==> src/rtl/bsfb_pkg.sv <==
package bsfb_pkg;

    localparam int DATA_W   = 8;
    localparam int ORIGIN_W = 13;
    localparam int ADDR_W   = 19;
    localparam int COLOR_W  = 32;
    localparam int STATUS_W = 3;
    localparam int OFF_W    = 6;
    localparam int CFG_IDX_W = 1;

    localparam logic [CFG_IDX_W-1:0] CFG_ORIGIN_X = 1'b0;
    localparam logic [CFG_IDX_W-1:0] CFG_ORIGIN_Y = 1'b1;

    localparam logic [DATA_W-1:0] SIG_LO = 8'h42;
    localparam logic [DATA_W-1:0] SIG_HI = 8'h4D;

    localparam logic [OFF_W-1:0] OFF_SIG        = 6'd1;
    localparam logic [OFF_W-1:0] OFF_WIDTH_END  = 6'h15;
    localparam logic [OFF_W-1:0] OFF_HEIGHT_END = 6'h19;
    localparam logic [OFF_W-1:0] OFF_DEPTH_END  = 6'h1D;
    localparam logic [OFF_W-1:0] HEADER_LAST    = 6'd53;

    localparam logic [15:0] DEPTH_24 = 16'd24;
    localparam logic [15:0] DEPTH_32 = 16'd32;

    typedef enum logic [STATUS_W-1:0] {
        ST_OK        = 3'd0,
        ST_NOT_BMP   = 3'd1,
        ST_BAD_DEPTH = 3'd2,
        ST_TOO_LARGE = 3'd3,
        ST_TRUNCATED = 3'd4
    } status_t;

endpackage

==> src/rtl/bmp_stream_to_framebuffer_top.sv <==
// Channel   Direction  Handshake            Payload
// -------   ---------  -------------------  -------------------------------------------
// in        input      in_valid / in_ready  data_byte, first_byte, last_byte
// out       output     out_valid/out_ready  pixel_valid, pixel_addr, pixel_color,
//                                           image_done, status
// cfg       input      cfg_write_en         cfg_index, cfg_data
//
// One byte per cycle sustained while the result is not stalled; a byte passes the input register and then
// the result register, which sit around the parse logic.
// A byte that causes no result still passes through the input register.
// rst_n clears the parser to idle, the origin registers to zero and both valid flags.
// A stalled result holds the input register; in_ready falls only when both stages are full.
module bmp_stream_to_framebuffer_top #(
    parameter int SCREEN_WIDTH  = 800,
    parameter int SCREEN_HEIGHT = 480,
    parameter int MAX_IMAGE_DIM = 4096
) (
    input  logic                              clk,
    input  logic                              rst_n,
    input  logic                              in_valid,
    output logic                              in_ready,
    input  logic [bsfb_pkg::DATA_W-1:0]       data_byte,
    input  logic                              first_byte,
    input  logic                              last_byte,
    output logic                              out_valid,
    input  logic                              out_ready,
    output logic                              pixel_valid,
    output logic [bsfb_pkg::ADDR_W-1:0]       pixel_addr,
    output logic [bsfb_pkg::COLOR_W-1:0]      pixel_color,
    output logic                              image_done,
    output logic [bsfb_pkg::STATUS_W-1:0]     status,
    input  logic                              cfg_write_en,
    input  logic [bsfb_pkg::CFG_IDX_W-1:0]    cfg_index,
    input  logic [bsfb_pkg::ORIGIN_W-1:0]     cfg_data
);
    import bsfb_pkg::*;

    localparam int DIM_W = $clog2(MAX_IMAGE_DIM + 1);
    localparam int MW    = (DIM_W > ORIGIN_W) ? DIM_W : ORIGIN_W;
    localparam int CW    = MW + 3;
    localparam int XW    = $clog2(SCREEN_WIDTH);
    localparam int YW    = $clog2(SCREEN_HEIGHT);

    typedef enum logic [2:0] {
        PH_IDLE,
        PH_HEADER,
        PH_PIXELS,
        PH_DONE,
        PH_ERROR
    } phase_t;

    phase_t                    phase_reg, phase_next;
    logic [OFF_W-1:0]          off_reg, off_next;
    logic [31:0]               shift_reg, shift_next;
    logic [DIM_W-1:0]          w_mag_reg, w_mag_next;
    logic                      w_neg_reg, w_neg_next;
    logic                      w_big_reg, w_big_next;
    logic [DIM_W-1:0]          h_mag_reg, h_mag_next;
    logic                      h_neg_reg, h_neg_next;
    logic                      h_big_reg, h_big_next;
    logic                      d24_reg, d24_next;
    logic                      d32_reg, d32_next;
    logic                      alpha_en_reg, alpha_en_next;
    logic [DIM_W-1:0]          col_reg, col_next;
    logic [DIM_W-1:0]          row_reg, row_next;
    logic [1:0]                pad_reg, pad_next;
    logic [1:0]                bip_reg, bip_next;
    logic [23:0]               bgr_reg, bgr_next;

    logic signed [ORIGIN_W-1:0] origin_x_reg, origin_y_reg;

    logic                      s1_valid_reg;
    logic [DATA_W-1:0]         s1_byte_reg;
    logic                      s1_first_reg;
    logic                      s1_last_reg;

    logic                      out_valid_reg, out_valid_next;
    logic                      pix_valid_reg, pix_valid_next;
    logic [ADDR_W-1:0]         addr_reg, addr_next;
    logic [COLOR_W-1:0]        color_reg, color_next;
    logic                      done_reg, done_next;
    status_t                   status_reg, status_next;

    logic                      advance;
    logic                      process;
    logic                      have;

    logic [31:0]               mag32;
    logic                      big;
    logic [DIM_W-1:0]          col_inc, row_inc;
    logic [CW-1:0]             sx, sy;
    logic                      on_screen;
    logic [31:0]               lin_addr;
    logic [23:0]               bgr_upd;
    logic [7:0]                alpha;
    logic                      complete;

    assign advance  = !out_valid_reg || out_ready;
    assign in_ready = !s1_valid_reg || advance;
    assign process  = s1_valid_reg && advance;

    assign mag32 = shift_next[31] ? (32'd0 - shift_next) : shift_next;
    assign big   = mag32 > 32'(MAX_IMAGE_DIM);

    assign col_inc = col_reg + 1'b1;
    assign row_inc = row_reg + 1'b1;

    assign sx = w_neg_reg
        ? CW'(origin_x_reg) - CW'(w_mag_reg) - CW'(col_reg) - CW'(1)
        : CW'(origin_x_reg) + CW'(col_reg);
    assign sy = h_neg_reg
        ? CW'(origin_y_reg) + CW'(row_reg)
        : CW'(origin_y_reg) + CW'(h_mag_reg) - CW'(row_reg) - CW'(1);

    assign on_screen = !sx[CW-1] && (sx < CW'(SCREEN_WIDTH))
                    && !sy[CW-1] && (sy < CW'(SCREEN_HEIGHT));

    assign lin_addr = 32'(SCREEN_WIDTH) * 32'(sy[YW-1:0]) + 32'(sx[XW-1:0]);

    always_comb
    begin
        phase_t           ph;
        logic [OFF_W-1:0] off;
        logic [31:0]      sh;

        phase_next    = phase_reg;
        off_next      = off_reg;
        shift_next    = shift_reg;
        w_mag_next    = w_mag_reg;
        w_neg_next    = w_neg_reg;
        w_big_next    = w_big_reg;
        h_mag_next    = h_mag_reg;
        h_neg_next    = h_neg_reg;
        h_big_next    = h_big_reg;
        d24_next      = d24_reg;
        d32_next      = d32_reg;
        alpha_en_next = alpha_en_reg;
        col_next      = col_reg;
        row_next      = row_reg;
        pad_next      = pad_reg;
        bip_next      = bip_reg;
        bgr_next      = bgr_reg;
        have          = 1'b0;
        pix_valid_next = 1'b0;
        addr_next     = '0;
        color_next    = '0;
        done_next     = 1'b0;
        status_next   = ST_OK;
        bgr_upd       = bgr_reg;
        alpha         = '0;
        complete      = 1'b0;

        ph  = s1_first_reg ? PH_HEADER : phase_reg;
        off = s1_first_reg ? '0 : off_reg;
        sh  = s1_first_reg ? '0 : shift_reg;

        phase_next = ph;
        off_next   = off;
        shift_next = sh;

        if (ph == PH_HEADER)
        begin
            shift_next = {s1_byte_reg, sh[31:8]};
            if (off == OFF_SIG && shift_next[31:16] != {SIG_HI, SIG_LO})
            begin
                phase_next  = PH_ERROR;
                have        = 1'b1;
                status_next = ST_NOT_BMP;
            end
            else if (off == OFF_WIDTH_END)
            begin
                w_mag_next = mag32[DIM_W-1:0];
                w_neg_next = shift_next[31];
                w_big_next = big;
            end
            else if (off == OFF_HEIGHT_END)
            begin
                h_mag_next = mag32[DIM_W-1:0];
                h_neg_next = shift_next[31];
                h_big_next = big;
            end
            else if (off == OFF_DEPTH_END)
            begin
                d24_next = shift_next[31:16] == DEPTH_24;
                d32_next = shift_next[31:16] == DEPTH_32;
            end
            if (phase_next == PH_HEADER)
            begin
                if (off >= HEADER_LAST)
                begin
                    if (!d24_reg && !d32_reg)
                    begin
                        phase_next  = PH_ERROR;
                        have        = 1'b1;
                        status_next = ST_BAD_DEPTH;
                    end
                    else if (w_big_reg || h_big_reg)
                    begin
                        phase_next  = PH_ERROR;
                        have        = 1'b1;
                        status_next = ST_TOO_LARGE;
                    end
                    else if (w_mag_reg == '0 || h_mag_reg == '0)
                    begin
                        phase_next = PH_DONE;
                        have       = 1'b1;
                        done_next  = 1'b1;
                    end
                    else
                    begin
                        alpha_en_next = d32_reg;
                        phase_next    = PH_PIXELS;
                        col_next      = '0;
                        row_next      = '0;
                        pad_next      = '0;
                        bip_next      = '0;
                        bgr_next      = '0;
                    end
                end
                else
                begin
                    off_next = off + 1'b1;
                end
            end
        end
        else if (ph == PH_PIXELS)
        begin
            if (pad_reg != '0)
            begin
                pad_next = pad_reg - 1'b1;
            end
            else
            begin
                if (bip_reg != 2'd3)
                begin
                    bgr_upd[8*bip_reg +: 8] = s1_byte_reg;
                    bgr_next = bgr_upd;
                    bip_next = bip_reg + 1'b1;
                    complete = (bip_reg == 2'd2) && !alpha_en_reg;
                end
                else
                begin
                    alpha    = s1_byte_reg;
                    complete = 1'b1;
                end
                if (complete)
                begin
                    have           = 1'b1;
                    color_next     = {alpha, bgr_upd};
                    pix_valid_next = on_screen;
                    addr_next      = on_screen ? lin_addr[ADDR_W-1:0] : '0;
                    bip_next       = '0;
                    bgr_next       = '0;
                    if (col_inc >= w_mag_reg)
                    begin
                        col_next = '0;
                        row_next = row_inc;
                        if (row_inc >= h_mag_reg)
                        begin
                            phase_next = PH_DONE;
                            done_next  = 1'b1;
                        end
                        else
                        begin
                            pad_next = alpha_en_reg ? 2'd0 : w_mag_reg[1:0];
                        end
                    end
                    else
                    begin
                        col_next = col_inc;
                    end
                end
            end
        end

        if ((ph == PH_HEADER || ph == PH_PIXELS) && s1_last_reg
            && (phase_next == PH_HEADER || phase_next == PH_PIXELS))
        begin
            phase_next  = PH_ERROR;
            have        = 1'b1;
            status_next = ST_TRUNCATED;
        end
    end

    always_ff @(posedge clk)
    begin
        if (in_valid && in_ready)
        begin
            s1_byte_reg  <= data_byte;
            s1_first_reg <= first_byte;
            s1_last_reg  <= last_byte;
        end
    end

    always_ff @(posedge clk or negedge rst_n)
    begin
        if (!rst_n)
        begin
            phase_reg     <= PH_IDLE;
            off_reg       <= '0;
            shift_reg     <= '0;
            w_mag_reg     <= '0;
            w_neg_reg     <= 1'b0;
            w_big_reg     <= 1'b0;
            h_mag_reg     <= '0;
            h_neg_reg     <= 1'b0;
            h_big_reg     <= 1'b0;
            d24_reg       <= 1'b0;
            d32_reg       <= 1'b0;
            alpha_en_reg  <= 1'b0;
            col_reg       <= '0;
            row_reg       <= '0;
            pad_reg       <= '0;
            bip_reg       <= '0;
            bgr_reg       <= '0;
            origin_x_reg  <= '0;
            origin_y_reg  <= '0;
            s1_valid_reg  <= 1'b0;
            out_valid_reg <= 1'b0;
            pix_valid_reg <= 1'b0;
            addr_reg      <= '0;
            color_reg     <= '0;
            done_reg      <= 1'b0;
            status_reg    <= ST_OK;
        end
        else
        begin
            if (cfg_write_en)
            begin
                unique case (cfg_index)
                    CFG_ORIGIN_X: origin_x_reg <= signed'(cfg_data);
                    CFG_ORIGIN_Y: origin_y_reg <= signed'(cfg_data);
                endcase
            end

            if (in_ready)
            begin
                s1_valid_reg <= in_valid;
            end

            if (advance)
            begin
                out_valid_reg <= out_valid_next;
            end

            if (process)
            begin
                phase_reg    <= phase_next;
                off_reg      <= off_next;
                shift_reg    <= shift_next;
                w_mag_reg    <= w_mag_next;
                w_neg_reg    <= w_neg_next;
                w_big_reg    <= w_big_next;
                h_mag_reg    <= h_mag_next;
                h_neg_reg    <= h_neg_next;
                h_big_reg    <= h_big_next;
                d24_reg      <= d24_next;
                d32_reg      <= d32_next;
                alpha_en_reg <= alpha_en_next;
                col_reg      <= col_next;
                row_reg      <= row_next;
                pad_reg      <= pad_next;
                bip_reg      <= bip_next;
                bgr_reg      <= bgr_next;
                if (have)
                begin
                    pix_valid_reg <= pix_valid_next;
                    addr_reg      <= addr_next;
                    color_reg     <= color_next;
                    done_reg      <= done_next;
                    status_reg    <= status_next;
                end
            end
        end
    end

    assign out_valid_next = process && have;

    assign out_valid   = out_valid_reg;
    assign pixel_valid = pix_valid_reg;
    assign pixel_addr  = addr_reg;
    assign pixel_color = color_reg;
    assign image_done  = done_reg;
    assign status      = status_reg;

endmodule

==> config.mk <==
export PLATFORM = sky130hd
export DESIGN_NAME = bmp_stream_to_framebuffer_top
export DESIGN_NICKNAME = d
export VERILOG_FILES = /design/src/rtl/bsfb_pkg.sv /design/src/rtl/bmp_stream_to_framebuffer_top.sv
export SDC_FILE = /design/constraint.sdc
export NUM_CORES = 1
export LEC_CHECK = 0
export ABC_AREA = 1
export BUFFER_PORTS_ARGS = -buffer_cell sky130_fd_sc_hd__buf_2
export CORE_MARGIN = 2
export CORE_UTILIZATION = 43
export CTS_BUF_LIST = sky130_fd_sc_hd__clkbuf_4 sky130_fd_sc_hd__clkbuf_8
export DETAILED_ROUTE_END_ITERATION = 10
export GPL_ROUTABILITY_DRIVEN = 1
export PLACE_DENSITY_LB_ADDON = 0.12
export SYNTH_ARGS = -nofsm -noshare
export SYNTH_HDL_FRONTEND = slang
export SYNTH_SLANG_ARGS = --single-unit
==> constraint.sdc <==
create_clock -name clk -period 4.7 [get_ports clk]
set_clock_uncertainty 0.1 [all_clocks]
set_input_delay 0.94 -clock clk [delete_from_list [all_inputs] [get_ports clk]]
set_output_delay 0.94 -clock clk [all_outputs]
set_load 0.005 [all_outputs]
# ---- Yosys cells after proc, flatten, opt, wreduce, memory -nomap -nowiden
# Index checks and enable logic that the tools add are counted.
dict set report totals {
  wordCells 241
  output_inout_bits 58
  inputBits 29
  ff_bits 222
}
dict set report classes {
  multipliers 1
  bitwise_logic 7
  eq_ne 21
  n_shift 2
  order_cmp 6
  addsub 16
  reduce_logical 45
  muxes 114
}
# cell n
set ops {}
lappend ops {{two-way mux 24 bit} 10}
lappend ops {{two-way mux 32 bit} 7}
lappend ops {{two-way mux 13 bit} 15}
lappend ops {{two-way mux 19 bit} 5}
lappend ops {{two-way mux 3 bit} 20}
lappend ops {{adder 13 x 14 -> 15 bit} 3}
lappend ops {{two-way mux 2 bit} 17}
lappend ops {{negator 5 -> 34 bit} 1}
lappend ops {{variable shift 8 x 34 -> 24 bit (first input constant)} 1}
lappend ops {{variable part select 8 x 34 -> 24 bit} 1}
lappend ops {{greater-than comparator 32 x 13 -> 1 bit (second input constant)} 1}
lappend ops {{two-way mux 1 bit} 32}
lappend ops {{two-way mux 16 bit} 2}
lappend ops {{subtractor 1 x 32 -> 32 bit (first input constant)} 1}
lappend ops {{subtractor 15 x 14 -> 16 bit} 2}
lappend ops {{subtractor 16 x 1 -> 16 bit (second input constant)} 2}
lappend ops {{adder 13 x 1 -> 13 bit (second input constant)} 2}
lappend ops {{>= comparator 13 bit} 2}
lappend ops {{logical NOT 13 bit} 2}
lappend ops {{bitwise mux 24 bit} 1}
lappend ops {{two-way mux 6 bit} 4}
lappend ops {{AND reduction 10 bit} 2}
lappend ops {{adder 19 x 10 -> 19 bit} 1}
lappend ops {{equality test 6 x 5 -> 1 bit (second input constant)} 3}
lappend ops {{32 further kinds} 75}

# ---- Logic depth before layout (Yosys ltp)
# Gate-level depths: netlist of run 1.
dict set report depth {
  depth_word 15
  depth_mapped 29
  depth_no_buf 29
}

# ---- Least setup slack after synthesis of run 1
# No wires, ideal clock.
dict set report synth_timing {
  kind {register to register}
  start {register row_reg[1]}
  end {register addr_reg[18], in the netlist pixel_addr[18]}
  n_path_buf 0
  setup_slack_ns -0.267
  setup_ns 0.119
  required_ns 4.481
  synth_period_minus_slack_ns 4.967
  stages_incl_launch_ff 27
  t_arrival_ns 4.748
  path_cell_list {dfrtp_1 -> inv_1 -> fa_1 -> ha_1 -> fa_1 -> nand3_1 -> nand2_1 -> xnor2_1 -> o21ai_0 -> ha_1 -> ha_1 -> inv_1 -> fa_1 -> inv_1 -> ha_1 -> inv_1 -> nor3_1 -> nand2_1 -> o211ai_1 -> a21o_1 -> a21oi_1 -> xor2_1 -> nand2_1 -> inv_1 -> nor2_1 -> nand4_1 -> nand2_1}
}
dict set report synth_via {
  elab_chain_cells 13
  elab_cells_between_ends 29
  cone_classes {add/sub: 5; mul: 1; order compare: 2; eq/ne: 2; mux: 13; reduce/logical: 6}
}
# item line
set synth_lines {}
lappend synth_lines {{start, declared} bmp_stream_to_framebuffer_top.sv:65} ;# logic [DIM_W-1:0] row_reg, row_next;
lappend synth_lines {{start signal, assigned} bmp_stream_to_framebuffer_top.sv:361} ;# row_reg <= row_next;
lappend synth_lines {{branches (longest 13 deep; another with adder 19 x 10 -> 19 bit)} --}
lappend synth_lines {{end signal, assigned} bmp_stream_to_framebuffer_top.sv:368} ;# addr_reg <= addr_next;
lappend synth_lines {{end, declared} bmp_stream_to_framebuffer_top.sv:79} ;# logic [ADDR_W-1:0] addr_reg, addr_next;
# Parallel ways; which one is timed is not known.
# A chain may end at the register's enable or synchronous reset.

# ---- Worst setup path in the final report of run 1
dict set report layout_timing {
  start {register origin_y_reg[2]}
  end {register addr_reg[18], in the netlist pixel_addr[18]}
}
dict set report layout_via {
  elab_chain_cells 12
  elab_cells_between_ends 16
  cone_classes {add/sub: 5; mul: 1; order compare: 1; mux: 6; reduce/logical: 3}
}
# item line
set layout_lines {}
lappend layout_lines {{start, declared} bmp_stream_to_framebuffer_top.sv:70} ;# logic signed [ORIGIN_W-1:0] origin_x_reg, origin_y_reg;
lappend layout_lines {{start signal, assigned} bmp_stream_to_framebuffer_top.sv:332} ;# CFG_ORIGIN_Y: origin_y_reg <= signed'(cfg_data);
lappend layout_lines {{adder 13 x 14 -> 15 bit} bmp_stream_to_framebuffer_top.sv:113} ;# : CW'(origin_y_reg) + CW'(h_mag_reg) - CW'(row_reg) - CW'(1);
lappend layout_lines {{subtractor 15 x 14 -> 16 bit} bmp_stream_to_framebuffer_top.sv:113}
lappend layout_lines {{subtractor 16 x 1 -> 16 bit} bmp_stream_to_framebuffer_top.sv:113}
lappend layout_lines {{two-way mux 16 bit *} bmp_stream_to_framebuffer_top.sv:112} ;# ? CW'(origin_y_reg) + CW'(row_reg)
lappend layout_lines {{branches (longest 3 deep; another with adder 19 x 10 -> 19 bit)} --}
lappend layout_lines {{two-way mux 19 bit *} bmp_stream_to_framebuffer_top.sv:251} ;# addr_next = on_screen ? lin_addr[ADDR_W-1:0] : '0;
lappend layout_lines {{two-way mux 19 bit *} bmp_stream_to_framebuffer_top.sv:246} ;# if (complete)
lappend layout_lines {{two-way mux 19 bit *} bmp_stream_to_framebuffer_top.sv:228} ;# if (pad_reg != '0)
lappend layout_lines {{two-way mux 19 bit *} bmp_stream_to_framebuffer_top.sv:226} ;# else if (ph == PH_PIXELS)
lappend layout_lines {{two-way mux 19 bit *} bmp_stream_to_framebuffer_top.sv:161} ;# if (ph == PH_HEADER)
# Mark *: on every way between the ends.

==> impl_metrics.ini, run 1 <==
[run_status]
run_status = finished with violations
violations = setup timing

[synthesis]
async_flop_share = 0.9550
syn_area_sq_um = 17650
syn_avg_cell_area_sq_um = 7.083
ys_seq_area_frac = 0.3176
synth_nets = 2688
ys_seq_elements = 222
yosys_warnings = 0
synth.distinct_cells = 53
synth_edf_count = 10
yosys_most_used_dff = dfrtp_1
synthesis.instances = 2492

[cts]
cts_buffer_depth = 3
cts_htree_levels = 2
cts_made_buffers = 41
cts_tree = done
cts-root-buf = clkbuf_8
clk_latency_ns = 0.60
clk_pin_slew_worst_paths_ns = 0.07
hold_buffers = 0
clock_sinks = 222

[worst_setup_path]
critical_path_required_ns = 5.14
crit_path_max_fanout = 4
start_kind = register
criticalPathCategory = register to register
arrival_ns = 5.19
endpoint_kind = register

[global_route]
grt_pass1_wl_microns = 84360
antenna_found_initial = 0
grt_start_max_net_pins = 90
grt_pass1_vias = 16160
track_usage = 0.2498
grt_remaining_overflow = 0

[timing]
finalHoldViolations = 0
setup_viol = 5
worstMarginPinSlew_ns = 0.9891
hold_slack_ns = 0.1786
fin_crit_sh = 1.011
slew_violations = 0
relSlewSlack = 0.3390
fin_ws_ns = -0.05047
rsz0062_at_grt = yes
post-route-min-period_ns = 4.750
timing.fmax_mhz = 210.5

[detailed_routing]
first_pass_iters = 5
via_per_inst = 5.192
antenna_left = 0
wl_per_cell_microns = 16.20
wl_microns = 52120
drc = 0
drt_iter0_markers = 1034
vias = 16710

[final_layout]
final_cell_mix = nand2_1 (724), inv_1 (315), dfrtp_1 (211)
stdcell_area_sq_um = 20430
final_common_cell = nand2_1
drive_above_1_share = 0.1508
fill_cells = 4127
finish.utilization = 0.5026
n_antenna_cell = 0
area_growth_pct = 15.74
nets = 2850

[power]
p_leak_nw = 10.91
total_power_w = 0.01188
power_density_nw_per_um2 = 581.5
peakVddDrop_v = 0.0006279

[placement]
dpl-instance-area_sq_um = 19040
place_ws_ns = -0.3419
numPortBuffers = 86
gp_congestion = 0.9739
dp_hpwl_microns = 40060

[floorplanning]
io_pins = 87
row_count = 74
start_util = 0.4342
dieArea_sq_um = 42690
die_w_microns = 206.6
die-height_microns = 206.6
core_area_sq_um = 40650

[worst_hold_path]
hold_class = input port to asynchronous set/reset pin

[flow_run]
cap_violations = 0
-- report_power, final --
group          switching, W  internal, W
logic               0.00443      0.00318
clock network      0.000901      0.00111
registers          0.000135      0.00213
total               0.00546      0.00642
-- timing repair --
item	4_1_cts	5_1_grt
pin swaps	49	28
setup buffers	9	5
endpoints found under the setup margin	5	14
gates resized for setup	45	30
-- kinds of logic (layout without fill, tap and decap cells) --
| family | Yosys count | in the layout | share of synthesized area |
|---|---|---|---|
| buf+inv | 415 | 609 | 0.1010 |
| xor+xnor | 51 | 51 | 0.02531 |
| fa+ha+maj | 167 | 167 | 0.1328 |
| simple gates | 1253 | 1253 | 0.3062 |
| flops | 222 | 222 | 0.3176 |
| compound gates | 384 | 384 | 0.1170 |
-- path summary, 6_finish.rpt --
check	start	to	slack [ns]	depth (start not counted)
setup / recovery	origin_y_reg[2]	pixel_addr[18]	-0.05	25
hold / removal	rst_n	origin_y_reg[12]	0.18	1
setup reg to reg	origin_y_reg[2]	pixel_addr[18]	-0.05	25
hold reg to reg	status[2]	status[2]	0.37	2
max in group asynchronous	rst_n	bgr_reg[2]	3.15	2
min in group clk	status[2]	status[2]	0.37	2
-- cell type report --
| class | instances | area [sq um] | share of cell area |
|---|---|---|---|
| clock buffer | 64 | 812.0 | 0.03975 |
| clock inverter | 11 | 76.32 | 0.003736 |
| inverter | 336 | 1269 | 0.06210 |
| multi-input combinational | 1855 | 10690 | 0.5231 |
| sequential | 222 | 5607 | 0.2744 |
| tap | 532 | 665.6 | 0.03258 |
| timing repair buffer | 198 | 1314 | 0.06431 |
-- critical path: stages (launching register included) --
cell	delay [ns]
dfrtp_1	0.36
inv_2	0.05
fa_1	0.57
inv_2	0.06
fa_2	0.44
xnor2_2	0.15
o22ai_2	0.22
ha_1	0.26
ha_1	0.28
inv_1	0.05
fa_1	0.49
inv_2	0.04
ha_4	0.24
a21oi_4	0.14
o21ai_4	0.08
buf_4	0.14
xor2_1	0.13
inv_1	0.09
nand3b_1	0.14
nor2_2	0.18
nand3_2	0.10
nand2_1	0.07
inv_1	0.04
nor2_2	0.10
nand4_1	0.09
nand2_1	0.09
-- layer usage --
| metal | track usage | vias to the layer above | routed length, microns |
|---|---|---|---|
| met5 | 0 | - | 0 |
| met1 | 0.3331 | 7799 | 23710 |
| met2 | 0.4173 | 380 | 24280 |
| li1 | - | 8439 | - |
| met4 | 0.09209 | 0 | 1849 |
| met3 | 0.02951 | 90 | 2281 |
-- synth_stat cells, drive strengths merged, types with 2 or more instances --
cell,instances,area share
nand2,752,0.16
inv,336,0.072
o21ai,230,0.067
nand3,214,0.063
dfrtp,212,0.30
nor2,182,0.043
ha,133,0.094
a21oi,96,0.027
nand4,52,0.018
buf,45,0.022
xor2,38,0.019
clkbuf,34,0.0072
fa,34,0.039
nor3,25,0.0074
o22ai,23,0.0082
xnor2,13,0.0065
edfxtp,10,0.017
nand3b,10,0.0043
o21bai,9,0.0038
nor4,8,0.0028
o211ai,5,0.0021
or2,5,0.0018
a31oi,4,0.0014
o21a,4,0.0017
o31ai,4,0.0017
nor3b,3,0.0016
a21boi,2,0.00085
a21o,2,0.00085
o221ai,2,0.00099
-- metrics by stage --
stage,instances,setup TNS [ns]
finish,3218,-0.1686
global route,3218,-1.648
CTS,3213,-0.08835
detailed placement,3130,-1.164
global placement,3130,-0.6685
floorplan,2492,-0.01809
Note: power is estimated with default switching activity, not from simulation.
==> inputs of run 2 (changes only) <==
==> constraint.sdc (replaced) <==
create_clock -name clk -period 4.2 [get_ports clk]
set_clock_uncertainty 0.1 [all_clocks]
set_input_delay 0.84 -clock clk [delete_from_list [all_inputs] [get_ports clk]]
set_output_delay 0.84 -clock clk [all_outputs]
set_load 0.005 [all_outputs]
==> run 2 against run 1 <==
  * The flow still finishes with violations (setup timing)
  * Flip-flop and latch count unchanged
  * First-iteration DRC count up 7.6%
  * Global-route usage up 0.31 points
  * Count of clock-buffer cells in the layout up 3
  * Register-to-register slack worse by 0.47 ns
  * Combinational power up 14%
  * Die area unchanged
  * Setup slack worse by 0.47 ns
  * Final area up 3.0%
  * Maximum frequency up 0.54%
  * Routed wire length up 4.7%
==> impl_metrics.ini, run 2 (synthesis results as in run 1) <==
[floorplanning]
dieArea_sq_um = 42690
die_w_microns = 206.6
start_util = 0.4342
row_count = 74
core_area_sq_um = 40650
io_pins = 87
die-height_microns = 206.6

[detailed_routing]
drt_iter0_markers = 1113
first_pass_iters = 5
drc = 0
vias = 16980
wl_microns = 54580
antenna_left = 0
via_per_inst = 5.182
wl_per_cell_microns = 16.66

[cts]
cts_buffer_depth = 3
clk_latency_ns = 0.63
clk_pin_slew_worst_paths_ns = 0.06
cts_made_buffers = 43
clock_sinks = 222
cts_htree_levels = 2
cts-root-buf = clkbuf_8
cts_tree = done

[power]
power.share.sequential = 0.186
p_clk_frac = 0.175
intPower_w = 0.007401
swShare = 0.4569
peakVddDrop_v = 0.0007435
power_density_nw_per_um2 = 647.7
power.switching_w = 0.006226
pwr-share-comb = 0.638
p_leak_nw = 11.28

[worst_setup_path]
arrival_ns = 5.16
endpoint_kind = register
critical_path_required_ns = 4.64
criticalPathCategory = register to register
crit_path_max_fanout = 4
start_kind = register

[placement]
numPortBuffers = 86
dp_hpwl_microns = 41100
placedCellCount = 3187
gp_congestion = 0.9842
dpl-instance-area_sq_um = 19530

[flow_run]
cap_violations = 0

[timing]
setup_viol = 7
hold_slack_ns = 0.1334
worstMarginPinSlew_ns = 0.8750
fin_ws_ns = -0.5248
relSlewSlack = 0.4153
post-route-min-period_ns = 4.725
slew_violations = 0
rsz0062_at_grt = yes
fin_crit_sh = 1.125
finalHoldViolations = 0
timing.fmax_mhz = 211.6

[global_route]
track_usage = 0.2529
grt_start_max_net_pins = 96
grt_pass1_vias = 16500
grt_remaining_overflow = 0
grt_pass1_wl_microns = 85440
antenna_found_initial = 0

[final_layout]
instances_no_fill = 3276
drive_above_1_share = 0.1735
nets = 2909
final_common_cell = nand2_1
n_antenna_cell = 0
stdcell_area_sq_um = 21040
area_growth_pct = 19.20
final_cell_mix = nand2_1 (723), inv_1 (314), dfrtp_1 (210)

[run_status]
run_status = finished with violations
violations = setup timing

[worst_hold_path]
hold_class = input port to asynchronous set/reset pin
==> run 2: stage by stage <==
step | total power (W) | worst slack [ns] | utilization | TNS, ns
6_report | 0.01363 | -0.5248 | 0.5176 | -2.611
5_1_grt | 0.01478 | -0.8042 | 0.5176 | -4.754
4_1_cts | 0.01298 | -0.5284 | 0.5097 | -3.036
3_5_place_dp | 0.009913 | -0.7099 | 0.4804 | -4.067
3_3_place_gp | 0.009793 | -0.6424 | 0.4804 | -3.582
2_1_floorplan | 0.007572 | -0.4420 | - | -2.005
==> run 2: power groups by stage <==
stage | clock network, W | logic, W | registers (W)
finish | 0.00239 | 0.00870 | 0.00254
floorplan | 0 | 0.00504 | 0.00253
CTS | 0.00246 | 0.00799 | 0.00254
detailed placement | 0 | 0.00734 | 0.00257
global placement | 0 | 0.00723 | 0.00257
global route | 0.00255 | 0.00967 | 0.00256
==> run 2: layout make-up <==
class,instances,area (sq um)
well taps,532,665.6
multi-input cells,1855,10760
inverters,336,1269
clock buffers,67,840.8
flip-flops and latches,222,5608
clock inverters,9,93.84
fillers,4060,19610
repair buffers,255,1807
==> run 2: routing by layer <==
layer | share of wire | global-route usage | up-vias
li1 | - | - | 8539
met1 | 0.45 | 0.3329 | 7949
met2 | 0.47 | 0.4276 | 385
met3 | 0.041 | 0.03155 | 103
met4 | 0.033 | 0.09031 | 0
met5 | 0 | 0 | -
==> run 2: worst max-delay path, cell delays in order (launching register included) <==
cell	delay [ns]
dfrtp_1	0.35
inv_2	0.04
fa_1	0.48
ha_2	0.20
fa_2	0.38
xnor2_2	0.15
o22ai_2	0.22
ha_1	0.28
ha_1	0.28
inv_1	0.05
fa_1	0.50
inv_2	0.05
ha_4	0.25
a21oi_4	0.15
nand2_4	0.08
nand2_1	0.07
o211ai_1	0.16
a21o_1	0.22
a21oi_2	0.14
xor2_1	0.19
nor2_1	0.07
nor2_1	0.09
nand4_1	0.09
nand2_1	0.08
==> run 2: path summary, 6_finish.rpt <==
check	from	to	slack, ns	depth (start not counted)
max reg2reg	row_reg[1]	pixel_addr[18]	-0.52	23
min reg2reg	pixel_addr[8]	pixel_addr[8]	0.37	2
max in group asynchronous	rst_n	pixel_addr[7]	2.88	2
min in group clk	data_byte[1]	s1_byte_reg[1]	0.30	1
min	rst_n	origin_y_reg[12]	0.13	1
max	row_reg[1]	pixel_addr[18]	-0.52	23
==> run 2: timing repair <==
item | in CTS | in global routing
gates cloned | 0 | 4
gates resized for setup | 35 | 45
setup endpoints to repair | 8 | 57
hold buffers | 0 | 0
buffers inserted | 6 | 4
pin swaps | 49 | 24
==> inputs of run 3 (changes only) <==
--- a/config.mk
+++ b/config.mk
@@ -7,6 +7,7 @@
 export LEC_CHECK = 0
 export ABC_AREA = 1
 export BUFFER_PORTS_ARGS = -buffer_cell sky130_fd_sc_hd__buf_2
+export CORE_ASPECT_RATIO = 2
 export CORE_MARGIN = 2
 export CORE_UTILIZATION = 43
 export CTS_BUF_LIST = sky130_fd_sc_hd__clkbuf_4 sky130_fd_sc_hd__clkbuf_8
==> run 3 against run 2 <==
  * The run still ends with setup timing left
  * Combinational power down 2.9%
  * Final area up 0.67%
  * Maximum frequency up 1.0%
  * Routed wire length up 3.2%
  * First-iteration DRC count up 1.6%
  * Sequential share of layout area down 0.18 points
  * Die area up 0.23%
  * Sequential power about the same
  * Cell count up 0.95%
  * Critical endpoint is now pixel_addr[17]
  * Largest power group unchanged
==> impl_metrics.ini, run 3 (synthesis results as in run 1) <==
[cts]
clk_latency_ns = 0.59
cts_buffer_depth = 3
hold_buffers = 0
clk_pin_slew_worst_paths_ns = 0.06
cts_tree = done
cts_htree_levels = 2
cts-root-buf = clkbuf_8
clock_sinks = 222
cts_made_buffers = 37

[worst_setup_path]
criticalPathCategory = register to register
arrival_ns = 5.03
start_kind = register
crit_path_max_fanout = 4
critical_path_required_ns = 4.56
endpoint_kind = register

[run_status]
run_status = finished with violations
violations = setup timing

[placement]
dp_hpwl_microns = 43770
numPortBuffers = 86
gp_congestion = 0.9251
placedCellCount = 3228
place_ws_ns = -0.6977

[power]
total_power_w = 0.01317
p_clk_frac = 0.167
power.switching_w = 0.005945
peakVddDrop_v = 0.0007880
p_leak_nw = 11.37
pwr-share-comb = 0.641
intPower_w = 0.007229
power.share.sequential = 0.192
power_density_nw_per_um2 = 622.0
swShare = 0.4512

[final_layout]
nets = 2940
multiInputGateArea_sq_um = 10730
drive_above_1_share = 0.1819
final_cell_mix = nand2_1 (721), inv_1 (315), dfrtp_1 (211)
instances_no_fill = 3307
final_common_cell = nand2_1
seq_area_sq_um = 5607
fill_cells = 4121
area_growth_pct = 20.00

[timing]
fin_ws_ns = -0.4767
finalHoldViolations = 0
fin_crit_sh = 1.114
post-route-min-period_ns = 4.677
setup_viol = 8
relSlewSlack = 0.3729
worstMarginPinSlew_ns = 0.9406
hold_slack_ns = 0.2139
rsz0062_at_grt = yes
fin_setup_tns_ns = -2.619
slew_violations = 0
timing.fmax_mhz = 213.8

[global_route]
antenna_found_initial = 1
grt_pass1_wl_microns = 89510
track_usage = 0.2630
grt_remaining_overflow = 0
grt_pass1_vias = 16490
grt_start_max_net_pins = 111

[detailed_routing]
drt_iter0_markers = 1131
drc = 0
wl_per_cell_microns = 17.03
vias = 17070
first_pass_iters = 9
antenna_left = 0
wl_microns = 56310
via_per_inst = 5.162

[floorplanning]
start_util = 0.4334
io_pins = 87
die_w_microns = 147.3
dieArea_sq_um = 42780
die-height_microns = 290.5
row_count = 105
core_area_sq_um = 40730

[worst_hold_path]
hold_class = input port to asynchronous set/reset pin

[flow_run]
cap_violations = 0
==> run 3: cell count changes in the layout (fill, tap and decap cells not counted), moves of 3 or more <==
| cell | previous run | this run |
|---|---|---|
| buf_4 | 162 | 197 |
| clkbuf_8 | 54 | 46 |
| nand2_2 | 23 | 29 |
| o21ai_0 | 200 | 195 |
| nand2_4 | 5 | 1 |
| o21ai_1 | 21 | 25 |
| a21oi_4 | 4 | 1 |
| buf_6 | 0 | 3 |
| clkinv_2 | 5 | 2 |
==> run 3: routing by layer <==
layer	vias to the layer above	share of wire	global-route usage
li1	8613	-	-
met1	7964	0.43	0.3440
met2	390	0.48	0.4453
met3	103	0.042	0.02543
met4	0	0.046	0.1065
met5	-	0	0
==> run 3: cell type report <==
| type | instances | share of cell area |
|---|---|---|
| multi-input cells | 1855 | 0.5068 |
| flip-flops and latches | 222 | 0.2647 |
| repair buffers | 292 | 0.09765 |
| inverters | 336 | 0.06002 |
| clock buffers | 58 | 0.03414 |
| well taps | 535 | 0.03160 |
| clock inverters | 8 | 0.004962 |
| diodes | 1 | 0.0001181 |
==> run 3: what timing repair did <==
action,in CTS,in global routing
pin swaps,55,27
gates cloned,0,1
resized for setup,40,48
endpoints found under the hold margin,0,0
setup buffers,8,3
setup endpoints to repair,8,66
==> run 3: power by group through the flow <==
| stage | Sequential, W | Clock (W) | Combinational [W] |
|---|---|---|---|
| floorplan | 0.00253 | 0 | 0.00504 |
| global placement | 0.00256 | 0 | 0.00740 |
| detailed placement | 0.00257 | 0 | 0.00744 |
| CTS | 0.00253 | 0.00226 | 0.00830 |
| global route | 0.00255 | 0.00233 | 0.00944 |
| finish | 0.00253 | 0.00220 | 0.00845 |
==> run 3: final timing paths <==
| path | from | to | slack [ns] | depth (start not counted) |
|---|---|---|---|---|
| setup / recovery | row_reg[1] | pixel_addr[17] | -0.48 | 26 |
| hold / removal | rst_n | col_reg[12] | 0.21 | 1 |
| setup reg to reg | row_reg[1] | pixel_addr[17] | -0.48 | 26 |
| hold reg to reg | pixel_color[23] | pixel_color[23] | 0.38 | 2 |
| max in group asynchronous | rst_n | pixel_color[25] | 2.89 | 2 |
| min in group clk | data_byte[0] | s1_byte_reg[0] | 0.32 | 1 |
==> run 3: critical path: stages, from the launching register on <==
cell and delay, ns:
dfrtp_1 0.36, inv_2 0.05, fa_1 0.47, ha_2 0.20, fa_2 0.39, xnor2_2 0.15, o22ai_2 0.22, ha_1 0.28
ha_1 0.27, inv_1 0.04, fa_1 0.49, inv_2 0.05, ha_4 0.23, a21oi_2 0.18, o21ai_4 0.09, buf_4 0.14
xor2_1 0.13, inv_1 0.08, nand2_1 0.09, nor2_1 0.14, nand2_2 0.08, nor2_1 0.08, nand2_1 0.05, nand2_1 0.06
inv_1 0.04, nand4_1 0.07, nand2_1 0.06
==> run 3: per-stage QoR <==
step / utilization / cell area [sq um]
6_report: 0.5201 / 21180
4_1_cts: 0.5144 / 20950
5_1_grt: 0.5201 / 21180
3_5_place_dp: 0.4865 / 19820
2_1_floorplan: - / 17720
3_3_place_gp: 0.4865 / 19820
